<file path="src/rtl/core/dbc_pkg.sv">
// Shared types, widths and codes for the button debounce and click detector.
// Used by the channel interfaces and every module of the block; no dependencies.
`default_nettype none

package dbc_pkg;

  localparam int NUM_BUTTONS = 8;
  localparam int IDX_W       = (NUM_BUTTONS > 1) ? $clog2(NUM_BUTTONS) : 1;

  localparam int BTN_W  = 3;
  localparam int MS_W   = 16;
  localparam int DEB_W  = 10;
  localparam int WIN_W  = 11;
  localparam int MASK_W = 8;
  localparam int CD_W   = 11;
  localparam int ST_W   = 3;

  localparam int CFG_IDX_W  = 2;
  localparam int CFG_DATA_W = 11;

  localparam logic [CFG_IDX_W-1:0] CFG_DEBOUNCE = 2'd0;
  localparam logic [CFG_IDX_W-1:0] CFG_WINDOW   = 2'd1;
  localparam logic [CFG_IDX_W-1:0] CFG_MASK     = 2'd2;

  localparam logic [DEB_W-1:0]  DEBOUNCE_RST = 10'd30;
  localparam logic [WIN_W-1:0]  WINDOW_RST   = 11'd350;
  localparam logic [MASK_W-1:0] MASK_RST     = 8'hFF;

  localparam logic FUNC_LEVEL = 1'b0;
  localparam logic FUNC_TICK  = 1'b1;

  localparam logic KIND_SINGLE = 1'b0;
  localparam logic KIND_DOUBLE = 1'b1;

  localparam logic [ST_W-1:0] ST_IDLE   = 3'd0;
  localparam logic [ST_W-1:0] ST_DEB    = 3'd1;
  localparam logic [ST_W-1:0] ST_DOWN   = 3'd2;
  localparam logic [ST_W-1:0] ST_UPWAIT = 3'd3;
  localparam logic [ST_W-1:0] ST_DBLDEB = 3'd4;
  localparam logic [ST_W-1:0] ST_HELD   = 3'd5;

  localparam int Q_DEPTH = 2;
  localparam int Q_AW    = (Q_DEPTH > 1) ? $clog2(Q_DEPTH) : 1;

  typedef struct packed {
    logic             is_tick;
    logic [IDX_W-1:0] idx;
    logic             pressed;
    logic [MS_W-1:0]  ms;
  } cmd_t;

  typedef struct packed {
    logic [DEB_W-1:0]  debounce_time;
    logic [WIN_W-1:0]  double_window;
    logic [MASK_W-1:0] needs_double_mask;
  } cfg_t;

endpackage

`default_nettype wire

</file>
<file path="src/rtl/core/dbc_if.sv">
// Valid/ready channel interfaces for the input items, the click events and
// configuration writes. Depends on dbc_pkg for field widths.
`default_nettype none

interface dbc_in_if;
  logic                      valid;
  logic                      ready;
  logic                      func;
  logic [dbc_pkg::BTN_W-1:0] button_index;
  logic                      pressed;
  logic [dbc_pkg::MS_W-1:0]  elapsed_ms;

  modport source(output valid, func, button_index, pressed, elapsed_ms, input ready);
  modport sink(input valid, func, button_index, pressed, elapsed_ms, output ready);
endinterface

interface dbc_out_if;
  logic                      valid;
  logic                      ready;
  logic [dbc_pkg::BTN_W-1:0] event_button;
  logic                      event_kind;
  logic                      last;

  modport source(output valid, event_button, event_kind, last, input ready);
  modport sink(input valid, event_button, event_kind, last, output ready);
endinterface

interface dbc_cfg_if;
  logic                           valid;
  logic                           ready;
  logic [dbc_pkg::CFG_IDX_W-1:0]  index;
  logic [dbc_pkg::CFG_DATA_W-1:0] data;

  modport source(output valid, index, data, input ready);
  modport sink(input valid, index, data, output ready);
endinterface

`default_nettype wire

</file>
<file path="src/rtl/core/button_debounce_click_detector.sv">
// A level update passes through the command queue, the sequencer's command register and the
// output register; a tick walks every timer in turn before its last event is registered.
// The sequencer visits one timer per cycle while the output does not stall it, and takes a
// new command only when done with the last; a two-entry queue buffers new transactions.
// Reset (synchronous, active low) sets every input idle with a zero timer, empties the
// queue and the output register, and loads the configuration defaults (30, 350, all ones).
`default_nettype none

module button_debounce_click_detector (
  input  logic      clk,
  input  logic      rst_n,
  dbc_in_if.sink    in_ch,
  dbc_out_if.source out_ch,
  dbc_cfg_if.sink   cfg_ch
);

  logic [dbc_pkg::DEB_W-1:0]  debounce_r;
  logic [dbc_pkg::WIN_W-1:0]  window_r;
  logic [dbc_pkg::MASK_W-1:0] mask_r;
  dbc_pkg::cfg_t              cfg;

  logic                       push_valid;
  logic                       push_ready;
  dbc_pkg::cmd_t              push_cmd;
  logic                       pop_valid;
  logic                       pop_ready;
  dbc_pkg::cmd_t              pop_cmd;

  assign cfg_ch.ready = 1'b1;

  always_ff @(posedge clk) begin
    if (!rst_n) begin
      debounce_r <= dbc_pkg::DEBOUNCE_RST;
      window_r   <= dbc_pkg::WINDOW_RST;
      mask_r     <= dbc_pkg::MASK_RST;
    end else if (cfg_ch.valid) begin
      unique case (cfg_ch.index)
        dbc_pkg::CFG_DEBOUNCE: debounce_r <= cfg_ch.data[dbc_pkg::DEB_W-1:0];
        dbc_pkg::CFG_WINDOW:   window_r   <= cfg_ch.data[dbc_pkg::WIN_W-1:0];
        dbc_pkg::CFG_MASK:     mask_r     <= cfg_ch.data[dbc_pkg::MASK_W-1:0];
        default: begin
        end
      endcase
    end
  end

  assign cfg.debounce_time     = debounce_r;
  assign cfg.double_window     = window_r;
  assign cfg.needs_double_mask = mask_r;

  dbc_front u_front (
    .in_ch      (in_ch),
    .push_valid (push_valid),
    .push_ready (push_ready),
    .push_cmd   (push_cmd)
  );

  dbc_cmd_queue u_queue (
    .clk        (clk),
    .rst_n      (rst_n),
    .push_valid (push_valid),
    .push_ready (push_ready),
    .push_cmd   (push_cmd),
    .pop_valid  (pop_valid),
    .pop_ready  (pop_ready),
    .pop_cmd    (pop_cmd)
  );

  dbc_back u_back (
    .clk       (clk),
    .rst_n     (rst_n),
    .cmd_valid (pop_valid),
    .cmd_ready (pop_ready),
    .cmd       (pop_cmd),
    .cfg       (cfg),
    .out_ch    (out_ch)
  );

endmodule

`default_nettype wire

</file>
<file path="src/rtl/core/dbc_front.sv">
// Front end: accepts input transactions and turns them into commands.
// Depends on dbc_pkg and dbc_in_if; feeds dbc_cmd_queue.
`default_nettype none

module dbc_front (
  dbc_in_if.sink                in_ch,
  output logic                  push_valid,
  input  logic                  push_ready,
  output dbc_pkg::cmd_t         push_cmd
);

  logic keep;

  // Level updates for missing inputs and ticks of zero time have no effect.
  always_comb begin
    if (in_ch.func == dbc_pkg::FUNC_TICK) begin
      keep = (in_ch.elapsed_ms != '0);
    end else begin
      keep = (32'(in_ch.button_index) < 32'(dbc_pkg::NUM_BUTTONS));
    end
  end

  assign in_ch.ready      = push_ready;
  assign push_valid       = in_ch.valid && keep;
  assign push_cmd.is_tick = (in_ch.func == dbc_pkg::FUNC_TICK);
  assign push_cmd.idx     = dbc_pkg::IDX_W'(in_ch.button_index);
  assign push_cmd.pressed = in_ch.pressed;
  assign push_cmd.ms      = in_ch.elapsed_ms;

endmodule

`default_nettype wire

</file>
<file path="src/rtl/core/dbc_cmd_queue.sv">
// Short command queue between the front end and the sequencer.
// Depends on dbc_pkg for the command type and depth.
`default_nettype none

module dbc_cmd_queue (
  input  logic          clk,
  input  logic          rst_n,
  input  logic          push_valid,
  output logic          push_ready,
  input  dbc_pkg::cmd_t push_cmd,
  output logic          pop_valid,
  input  logic          pop_ready,
  output dbc_pkg::cmd_t pop_cmd
);

  dbc_pkg::cmd_t                entry_r [dbc_pkg::Q_DEPTH];
  logic [dbc_pkg::Q_AW-1:0]     wr_ptr_r, wr_ptr_nxt;
  logic [dbc_pkg::Q_AW-1:0]     rd_ptr_r, rd_ptr_nxt;
  logic [dbc_pkg::Q_AW:0]       count_r, count_nxt;
  logic                         do_push, do_pop;

  assign push_ready = (count_r != (dbc_pkg::Q_AW + 1)'(dbc_pkg::Q_DEPTH));
  assign pop_valid  = (count_r != '0);
  assign pop_cmd    = entry_r[rd_ptr_r];
  assign do_push    = push_valid && push_ready;
  assign do_pop     = pop_valid && pop_ready;

  always_comb begin
    wr_ptr_nxt = wr_ptr_r;
    rd_ptr_nxt = rd_ptr_r;
    count_nxt  = count_r;
    if (do_push) begin
      wr_ptr_nxt = (wr_ptr_r == dbc_pkg::Q_AW'(dbc_pkg::Q_DEPTH - 1)) ? '0 :
                   wr_ptr_r + dbc_pkg::Q_AW'(1);
    end
    if (do_pop) begin
      rd_ptr_nxt = (rd_ptr_r == dbc_pkg::Q_AW'(dbc_pkg::Q_DEPTH - 1)) ? '0 :
                   rd_ptr_r + dbc_pkg::Q_AW'(1);
    end
    if (do_push && !do_pop) begin
      count_nxt = count_r + (dbc_pkg::Q_AW + 1)'(1);
    end else if (do_pop && !do_push) begin
      count_nxt = count_r - (dbc_pkg::Q_AW + 1)'(1);
    end
  end

  always_ff @(posedge clk) begin
    if (!rst_n) begin
      wr_ptr_r <= '0;
      rd_ptr_r <= '0;
      count_r  <= '0;
    end else begin
      wr_ptr_r <= wr_ptr_nxt;
      rd_ptr_r <= rd_ptr_nxt;
      count_r  <= count_nxt;
    end
  end

  always_ff @(posedge clk) begin
    if (do_push) begin
      entry_r[wr_ptr_r] <= push_cmd;
    end
  end

endmodule

`default_nettype wire

</file>
<file path="src/rtl/core/dbc_back.sv">
// Sequencer: holds each input's click state and timer, applies level updates,
// walks all timers on a tick and emits click events. Depends on dbc_pkg, dbc_out_if.
`default_nettype none

module dbc_back (
  input  logic          clk,
  input  logic          rst_n,
  input  logic          cmd_valid,
  output logic          cmd_ready,
  input  dbc_pkg::cmd_t cmd,
  input  dbc_pkg::cfg_t cfg,
  dbc_out_if.source     out_ch
);

  typedef enum logic [3:0] {
    SQ_IDLE  = 4'b0001,
    SQ_LEVEL = 4'b0010,
    SQ_WALK  = 4'b0100,
    SQ_DONE  = 4'b1000
  } seq_state_t;

  localparam int N = dbc_pkg::NUM_BUTTONS;

  seq_state_t                   seq_r, seq_nxt;
  dbc_pkg::cmd_t                cmd_r, cmd_nxt;
  logic [dbc_pkg::IDX_W-1:0]    addr_r, addr_nxt;
  logic [dbc_pkg::ST_W-1:0]     st_mem_r [N];
  logic [dbc_pkg::CD_W-1:0]     cd_mem_r [N];

  logic                         pend_v_r, pend_v_nxt;
  logic [dbc_pkg::BTN_W-1:0]    pend_btn_r, pend_btn_nxt;
  logic                         pend_kind_r, pend_kind_nxt;

  logic                         out_valid_r, out_valid_nxt;
  logic [dbc_pkg::BTN_W-1:0]    out_btn_r, out_btn_nxt;
  logic                         out_kind_r, out_kind_nxt;
  logic                         out_last_r, out_last_nxt;

  logic [dbc_pkg::ST_W-1:0]     cur_st;
  logic [dbc_pkg::CD_W-1:0]     cur_cd;
  logic [31:0]                  addr_ext;
  logic                         wants_double;

  logic [dbc_pkg::ST_W-1:0]     lvl_st;
  logic [dbc_pkg::CD_W-1:0]     lvl_cd;
  logic                         lvl_fire;
  logic                         lvl_kind;

  logic [dbc_pkg::ST_W-1:0]     tck_st;
  logic [dbc_pkg::CD_W-1:0]     tck_cd;
  logic                         tck_fire;
  logic                         tck_kind;

  logic                         wr_en;
  logic [dbc_pkg::ST_W-1:0]     wr_st;
  logic [dbc_pkg::CD_W-1:0]     wr_cd;
  logic                         push;
  logic [dbc_pkg::BTN_W-1:0]    push_btn;
  logic                         push_kind;
  logic                         push_last;
  logic                         out_free;

  assign cur_st   = st_mem_r[addr_r];
  assign cur_cd   = cd_mem_r[addr_r];
  assign addr_ext = 32'(addr_r);
  assign out_free = !out_valid_r || out_ch.ready;

  // Inputs beyond the mask width always tell single from double.
  assign wants_double = (addr_ext >= 32'd8) ? 1'b1 : cfg.needs_double_mask[addr_ext[2:0]];

  always_comb begin
    lvl_st   = cur_st;
    lvl_cd   = cur_cd;
    lvl_fire = 1'b0;
    lvl_kind = dbc_pkg::KIND_DOUBLE;
    unique case (cur_st)
      dbc_pkg::ST_IDLE: begin
        if (cmd_r.pressed) begin
          lvl_st = dbc_pkg::ST_DEB;
          lvl_cd = dbc_pkg::CD_W'(cfg.debounce_time);
        end
      end
      dbc_pkg::ST_DEB, dbc_pkg::ST_HELD: begin
        if (!cmd_r.pressed) begin
          lvl_st = dbc_pkg::ST_IDLE;
          lvl_cd = '0;
        end
      end
      dbc_pkg::ST_DOWN: begin
        if (!cmd_r.pressed) begin
          lvl_st = dbc_pkg::ST_UPWAIT;
          lvl_cd = cfg.double_window;
        end
      end
      dbc_pkg::ST_UPWAIT: begin
        if (cmd_r.pressed) begin
          lvl_st = dbc_pkg::ST_DBLDEB;
          lvl_cd = dbc_pkg::CD_W'(cfg.debounce_time);
        end
      end
      dbc_pkg::ST_DBLDEB: begin
        if (!cmd_r.pressed) begin
          lvl_st   = dbc_pkg::ST_IDLE;
          lvl_cd   = '0;
          lvl_fire = 1'b1;
        end
      end
      default: begin
        lvl_st = dbc_pkg::ST_IDLE;
        lvl_cd = '0;
      end
    endcase
  end

  always_comb begin
    tck_st   = cur_st;
    tck_cd   = cur_cd;
    tck_fire = 1'b0;
    tck_kind = dbc_pkg::KIND_SINGLE;
    if (cur_cd != '0) begin
      if (cmd_r.ms >= dbc_pkg::MS_W'(cur_cd)) begin
        tck_cd = '0;
        unique case (cur_st)
          dbc_pkg::ST_DEB: begin
            if (wants_double) begin
              tck_st = dbc_pkg::ST_DOWN;
            end else begin
              tck_st   = dbc_pkg::ST_HELD;
              tck_fire = 1'b1;
            end
          end
          dbc_pkg::ST_UPWAIT: begin
            tck_st   = dbc_pkg::ST_IDLE;
            tck_fire = 1'b1;
          end
          dbc_pkg::ST_DBLDEB: begin
            tck_st   = dbc_pkg::ST_IDLE;
            tck_fire = 1'b1;
            tck_kind = dbc_pkg::KIND_DOUBLE;
          end
          default: begin
            tck_st = dbc_pkg::ST_IDLE;
          end
        endcase
      end else begin
        tck_cd = cur_cd - dbc_pkg::CD_W'(cmd_r.ms);
      end
    end
  end

  always_comb begin
    seq_nxt       = seq_r;
    cmd_nxt       = cmd_r;
    addr_nxt      = addr_r;
    cmd_ready     = 1'b0;
    wr_en         = 1'b0;
    wr_st         = tck_st;
    wr_cd         = tck_cd;
    push          = 1'b0;
    push_btn      = pend_btn_r;
    push_kind     = pend_kind_r;
    push_last     = 1'b0;
    pend_v_nxt    = pend_v_r;
    pend_btn_nxt  = pend_btn_r;
    pend_kind_nxt = pend_kind_r;
    unique case (seq_r)
      SQ_IDLE: begin
        cmd_ready = 1'b1;
        if (cmd_valid) begin
          cmd_nxt = cmd;
          if (cmd.is_tick) begin
            addr_nxt = '0;
            seq_nxt  = SQ_WALK;
          end else begin
            addr_nxt = cmd.idx;
            seq_nxt  = SQ_LEVEL;
          end
        end
      end
      SQ_LEVEL: begin
        if (!lvl_fire || out_free) begin
          wr_en     = 1'b1;
          wr_st     = lvl_st;
          wr_cd     = lvl_cd;
          push      = lvl_fire;
          push_btn  = dbc_pkg::BTN_W'(addr_r);
          push_kind = lvl_kind;
          push_last = 1'b1;
          seq_nxt   = SQ_IDLE;
        end
      end
      SQ_WALK: begin
        // An event is held back until the next one fires or the walk ends, so that the final one can be marked last.
        if (!(tck_fire && pend_v_r) || out_free) begin
          wr_en = 1'b1;
          if (tck_fire) begin
            push          = pend_v_r;
            pend_v_nxt    = 1'b1;
            pend_btn_nxt  = dbc_pkg::BTN_W'(addr_r);
            pend_kind_nxt = tck_kind;
          end
          if (addr_r == dbc_pkg::IDX_W'(N - 1)) begin
            seq_nxt = SQ_DONE;
          end else begin
            addr_nxt = addr_r + dbc_pkg::IDX_W'(1);
          end
        end
      end
      SQ_DONE: begin
        if (!pend_v_r || out_free) begin
          push       = pend_v_r;
          push_last  = 1'b1;
          pend_v_nxt = 1'b0;
          seq_nxt    = SQ_IDLE;
        end
      end
      default: begin
        seq_nxt = SQ_IDLE;
      end
    endcase
  end

  always_comb begin
    out_valid_nxt = out_valid_r;
    out_btn_nxt   = out_btn_r;
    out_kind_nxt  = out_kind_r;
    out_last_nxt  = out_last_r;
    if (push) begin
      out_valid_nxt = 1'b1;
      out_btn_nxt   = push_btn;
      out_kind_nxt  = push_kind;
      out_last_nxt  = push_last;
    end else if (out_ch.ready) begin
      out_valid_nxt = 1'b0;
    end
  end

  always_ff @(posedge clk) begin
    if (!rst_n) begin
      seq_r       <= SQ_IDLE;
      pend_v_r    <= 1'b0;
      out_valid_r <= 1'b0;
      for (int i = 0; i < N; i++) begin
        st_mem_r[i] <= dbc_pkg::ST_IDLE;
        cd_mem_r[i] <= '0;
      end
    end else begin
      seq_r       <= seq_nxt;
      pend_v_r    <= pend_v_nxt;
      out_valid_r <= out_valid_nxt;
      if (wr_en) begin
        st_mem_r[addr_r] <= wr_st;
        cd_mem_r[addr_r] <= wr_cd;
      end
    end
  end

  always_ff @(posedge clk) begin
    cmd_r       <= cmd_nxt;
    addr_r      <= addr_nxt;
    pend_btn_r  <= pend_btn_nxt;
    pend_kind_r <= pend_kind_nxt;
    out_btn_r   <= out_btn_nxt;
    out_kind_r  <= out_kind_nxt;
    out_last_r  <= out_last_nxt;
  end

  assign out_ch.valid        = out_valid_r;
  assign out_ch.event_button = out_btn_r;
  assign out_ch.event_kind   = out_kind_r;
  assign out_ch.last         = out_last_r;

endmodule

`default_nettype wire

</file>
<file path="src/flat_wrapper.sv">
// flat-port wrapper written by rule: the top's interface ports become plain ports
module button_debounce_click_detector_flat 
  (clk, rst_n, in_ch_valid, in_ch_func, in_ch_button_index, in_ch_pressed, in_ch_elapsed_ms, in_ch_ready, out_ch_valid, out_ch_event_button, out_ch_event_kind, out_ch_last, out_ch_ready, cfg_ch_valid, cfg_ch_index, cfg_ch_data, cfg_ch_ready);
  dbc_in_if in_ch_i ();
  dbc_out_if out_ch_i ();
  dbc_cfg_if cfg_ch_i ();
  input  logic clk;
  input  logic rst_n;
  input wire logic [$bits(in_ch_i.valid)-1:0] in_ch_valid;
  input wire logic [$bits(in_ch_i.func)-1:0] in_ch_func;
  input wire logic [$bits(in_ch_i.button_index)-1:0] in_ch_button_index;
  input wire logic [$bits(in_ch_i.pressed)-1:0] in_ch_pressed;
  input wire logic [$bits(in_ch_i.elapsed_ms)-1:0] in_ch_elapsed_ms;
  output wire logic [$bits(in_ch_i.ready)-1:0] in_ch_ready;
  output wire logic [$bits(out_ch_i.valid)-1:0] out_ch_valid;
  output wire logic [$bits(out_ch_i.event_button)-1:0] out_ch_event_button;
  output wire logic [$bits(out_ch_i.event_kind)-1:0] out_ch_event_kind;
  output wire logic [$bits(out_ch_i.last)-1:0] out_ch_last;
  input wire logic [$bits(out_ch_i.ready)-1:0] out_ch_ready;
  input wire logic [$bits(cfg_ch_i.valid)-1:0] cfg_ch_valid;
  input wire logic [$bits(cfg_ch_i.index)-1:0] cfg_ch_index;
  input wire logic [$bits(cfg_ch_i.data)-1:0] cfg_ch_data;
  output wire logic [$bits(cfg_ch_i.ready)-1:0] cfg_ch_ready;
  assign in_ch_i.valid = in_ch_valid;
  assign in_ch_i.func = in_ch_func;
  assign in_ch_i.button_index = in_ch_button_index;
  assign in_ch_i.pressed = in_ch_pressed;
  assign in_ch_i.elapsed_ms = in_ch_elapsed_ms;
  assign in_ch_ready = in_ch_i.ready;
  assign out_ch_valid = out_ch_i.valid;
  assign out_ch_event_button = out_ch_i.event_button;
  assign out_ch_event_kind = out_ch_i.event_kind;
  assign out_ch_last = out_ch_i.last;
  assign out_ch_i.ready = out_ch_ready;
  assign cfg_ch_i.valid = cfg_ch_valid;
  assign cfg_ch_i.index = cfg_ch_index;
  assign cfg_ch_i.data = cfg_ch_data;
  assign cfg_ch_ready = cfg_ch_i.ready;
  button_debounce_click_detector u_core (.clk(clk), .rst_n(rst_n), .in_ch(in_ch_i), .out_ch(out_ch_i), .cfg_ch(cfg_ch_i));
endmodule
</file>
<file path="config.mk">
export PLATFORM = sky130hd
export DESIGN_NAME = button_debounce_click_detector_flat
export DESIGN_NICKNAME = d
export VERILOG_FILES = /design/src/rtl/core/dbc_pkg.sv /design/src/rtl/core/dbc_if.sv /design/src/rtl/core/button_debounce_click_detector.sv /design/src/rtl/core/dbc_front.sv /design/src/rtl/core/dbc_cmd_queue.sv /design/src/rtl/core/dbc_back.sv /design/src/flat_wrapper.sv
export SDC_FILE = /design/constraint.sdc
export NUM_CORES = 1
export LEC_CHECK = 0
export BUFFER_PORTS_ARGS = -buffer_cell sky130_fd_sc_hd__buf_2
export CORE_ASPECT_RATIO = 0.9
export CORE_MARGIN = 2
export CORE_UTILIZATION = 55
export DETAILED_ROUTE_END_ITERATION = 6
export GPL_TIMING_DRIVEN = 0
export PLACE_DENSITY = 0.71
export SLEW_MARGIN = 20
export SYNTH_ARGS = -nofsm -noshare
export SYNTH_HDL_FRONTEND = slang
export SYNTH_SLANG_ARGS = --single-unit
</file>
<file path="constraint.sdc">
create_clock -name clk -period 4.8 [get_ports clk]
set_input_delay 0.48 -clock clk [delete_from_list [all_inputs] [get_ports clk]]
set_output_delay 0.48 -clock clk [all_outputs]
set_load 0.03 [all_outputs]
</file>
==> qor.yml <==
synth_top_family_by_area: "simple AND/OR/NAND/NOR gates"
io_pins: 47
met3_length_microns: 2020
yosysSeqAreaShare: 0.574
grt_use_total: 0.252
clock_latency_ns: 0.52
muxShareOfSynthArea: 0.104
period_needed_ns: 4.63
drt-wirelength-per-cell_microns: 21.5
grt-ovfl-total: 0
worst_pin_slew_ns: 0.983
finalCoreUtilization: 0.642
die_height_microns: 139
syn_to_final_growth_pct: 15.2
drive_gt1_frac: 0.230
synthAdderAreaFrac: 0.0289
arrival_ns: 4.84
ys_types: 78
synth_ff_type: "edfxtp_1"
routed_wl_microns: 27200
yosysTopAreaCell: "edfxtp_1"
setup_tns_ns: 0
drv_slew: 0
core_sq_mm: 0.0199
cts_sinks: 226
maxCapViolations: 0
maxUsedRoutingLayer: "met4"
cts_buffer_depth: 3
cp_slowest_cell: "dfxtp_1"
clockRootBuffer: "clkbuf_16"
cp.required_ns: 5.01
synth_compound_area_frac: 0.102
path_cells: "buf_4, buf_4, buf_4, clkbuf_4, mux4_2, mux2_2, inv_1, ha_1, o21ai_0, a21oi_1, o31ai_2, o211ai_1, buf_4, o31a_1, a21oi_4, buf_4, o2111ai_4, buf_6, nand2_8"
n_antenna_cell: 0
max_stage_delay_ns: 0.41
dr_total_vias: 7726
nets: 1057
drc_errors: 2
cp_common_cell: "buf_4"
cts-hold-fix-buffers: 0
synth_top_area_share: 0.497
grt_pass1_wl_microns: 41800
synthXorXnorAreaFrac: 0.00950
htreeDepth: 1
yosys_register_bits: 226
met2WireLength_microns: 12600
clkTransAtPathRegs_ns: 0.06
crit_type: "flip-flop to flip-flop"
cts_buffers: 24
async_flop_share: 0
synthSimpleGateAreaFrac: 0.150
syn_area_sq_mm: 0.0111
dpl.hpwl_microns: 18900
hold_violations: 0
leakage_uw: 0.00453
num_rows: 49
wirelength_met1_microns: 11700
max_freq_mhz: 216
ant_nets: 0
period_share: 0.965
grt_max_degree: 23
synth_area_leaders: "edfxtp_1 (50%), dfxtp_1 (7.8%), nor2_1 (4.8%)"
finalSetupViolCount: 0
relSlewSlack: 0.337
path_max_fanout: 14
die_w_microns: 154
place_congestion: 0.925
viasPerCell: 6.12
port_buffers: 44
avgSynthCellArea_sq_um: 12.2
grt_pass1_vias: 7491
whs_ns: 0.148
initial_core_util: 0.557
p_per_area_mw_per_mm2: 583
outcome: "finished, violations left"
rsz0062_at_grt: "false"
syn_nets: 972
cts_tree: "built"
hold_path.class: "primary input to flip-flop"
failed_checks: "design-rule violations"
critical_path.endpoint_type: "flip-flop"
fin_skew_ns: 0.0134
ir_worst_vdd_uv: 395
synth_edf_count: 183
antenna_found_initial: 0
yosysWarnings: 0
synthCells: 908
startpoint_type: "flip-flop"
die-area_sq_mm: 0.0213
first_pass_iters: 7
drtIter0Drc: 802
-- critical path: cells and delay by family (launching register included) --
family | cells | cell delay [ns]
DFF | 1 | 0.41
adders and majority gates | 1 | 0.26
muxes | 2 | 0.69
and+or+nand+nor | 1 | 0.16
AOI/OAI and AO/OA | 7 | 1.20
buffers and inverters | 8 | 1.59
-- synth_stat cells (all sizes together), types with 7 or more instances --
| library cell | instances |
|---|---|
| clkbuf | 15 |
| nand3 | 27 |
| o211ai | 13 |
| nor2b | 10 |
| buf | 27 |
| nand2b | 11 |
| a21boi | 15 |
| a222oi | 7 |
| inv | 30 |
| edfxtp | 183 |
| a21oi | 16 |
| mux2i | 27 |
| nand2 | 91 |
| nor2 | 148 |
| nor4 | 7 |
| mux4 | 22 |
| nor3 | 22 |
| mux2 | 34 |
| o21ai | 15 |
| ha | 24 |
| xnor2 | 8 |
| dfxtp | 43 |
-- worst paths after layout --
| check | depth (start not counted) | start | endpoint | slack, ns |
|---|---|---|---|---|
| setup reg to reg | 19 | flip-flop | u_core.u_back.st_mem_r[7][1]$_SDFFCE_PN0P_ | 0.17 |
| setup / recovery | 19 | flip-flop | u_core.u_back.st_mem_r[7][1]$_SDFFCE_PN0P_ | 0.17 |
| hold / removal | 1 | in_ch_pressed | u_core.u_queue.entry_r[0][16]$_DFFE_PP_ | 0.15 |
| hold reg to reg | 2 | u_core.window_r[7]$_SDFFE_PN0P_ | u_core.window_r[7]$_SDFFE_PN0P_ | 0.47 |
-- cell usage in the layout (no fill, tap or decap), types with 8 or more instances in the layout --
cell type,instances
a21boi_0,15
nor2_2,8
clkbuf_1,12
nand2_1,83
nand2b_1,11
nor2_1,140
a21oi_1,14
xnor2_1,8
mux2_2,33
mux4_2,22
o21ai_0,13
nor3_1,20
dfxtp_1,43
clkbuf_16,27
nor2b_1,9
nand3_1,27
buf_2,50
buf_6,12
mux2i_1,26
inv_1,30
buf_4,18
edfxtp_1,183
ha_1,23
-- state kept, by name (all words and copies together), names as in the netlist, 2 cells and up, named ones only --
name	flops
u_core.mask_r	8
u_core.u_back.cd_mem_r	88
u_core.window_r	11
u_core.u_back.st_mem_r	24
u_core.u_queue.entry_r	42
u_core.u_queue.count_r	2
u_core.u_back.addr_r	3
u_core.u_back.pend_btn_r	3
u_core.debounce_r	10
u_core.u_back.cmd_r	17
u_core.u_back.out_ch.event_button	3
u_core.u_back.seq_r	4
-- metal layers --
metal / up-vias / track usage
met5: - / 0
met4: 0 / 0.0792
met3: 59 / 0.0491
met2: 321 / 0.394
met1: 3793 / 0.362
li1: 3553 / -
-- per-stage QoR --
| stage | power [uW] | setup slack (ns) | instance area (sq um) | cells |
|---|---|---|---|---|
| 2_1_floorplan | 4720 | 0.287 | 11100 | 908 |
| 3_3_place_gp | 5460 | -1.35 | 11600 | 1207 |
| 3_5_place_dp | 5500 | -1.39 | 11600 | 1209 |
| 4_1_cts | 7360 | 0.00906 | 12600 | 1256 |
| 5_1_grt | 7810 | 0.00204 | 12700 | 1263 |
| 6_report | 7430 | 0.166 | 12700 | 1263 |
-- kinds of logic after synthesis --
kind of cell               count (synthesis)
and+or+nand+nor                          358
DFF                                      226
AOI/OAI and AO/OA                        130
muxes                                     83
buffers and inverters                     73
adders and majority gates                 25
xor gates and xnor gates                  12
other                                      1
-- area by class of cell --
type,count,area (sq um)
fillers,1545,7120
well taps,255,319
clock buffers,30,701
plain buffers,40,293
clock inverters,11,55.1
flip-flops and latches,226,6360
repair buffers,61,372
multi-input cells,609,4540
inverters,31,116
-- timing repair --
action                     CTS  global route
gates resized for setup     43            11
buffers inserted             7             7
pin swaps                    6             5
setup endpoints to repair  243           178
-- where the power goes --
part	total [uW]	switching, uW	internal, uW
Clock	1790	756	1030
Combinational	3140	1900	1240
Sequential	2510	115	2390
Total	7430	2770	4660
(Power assumes the default switching activity.)
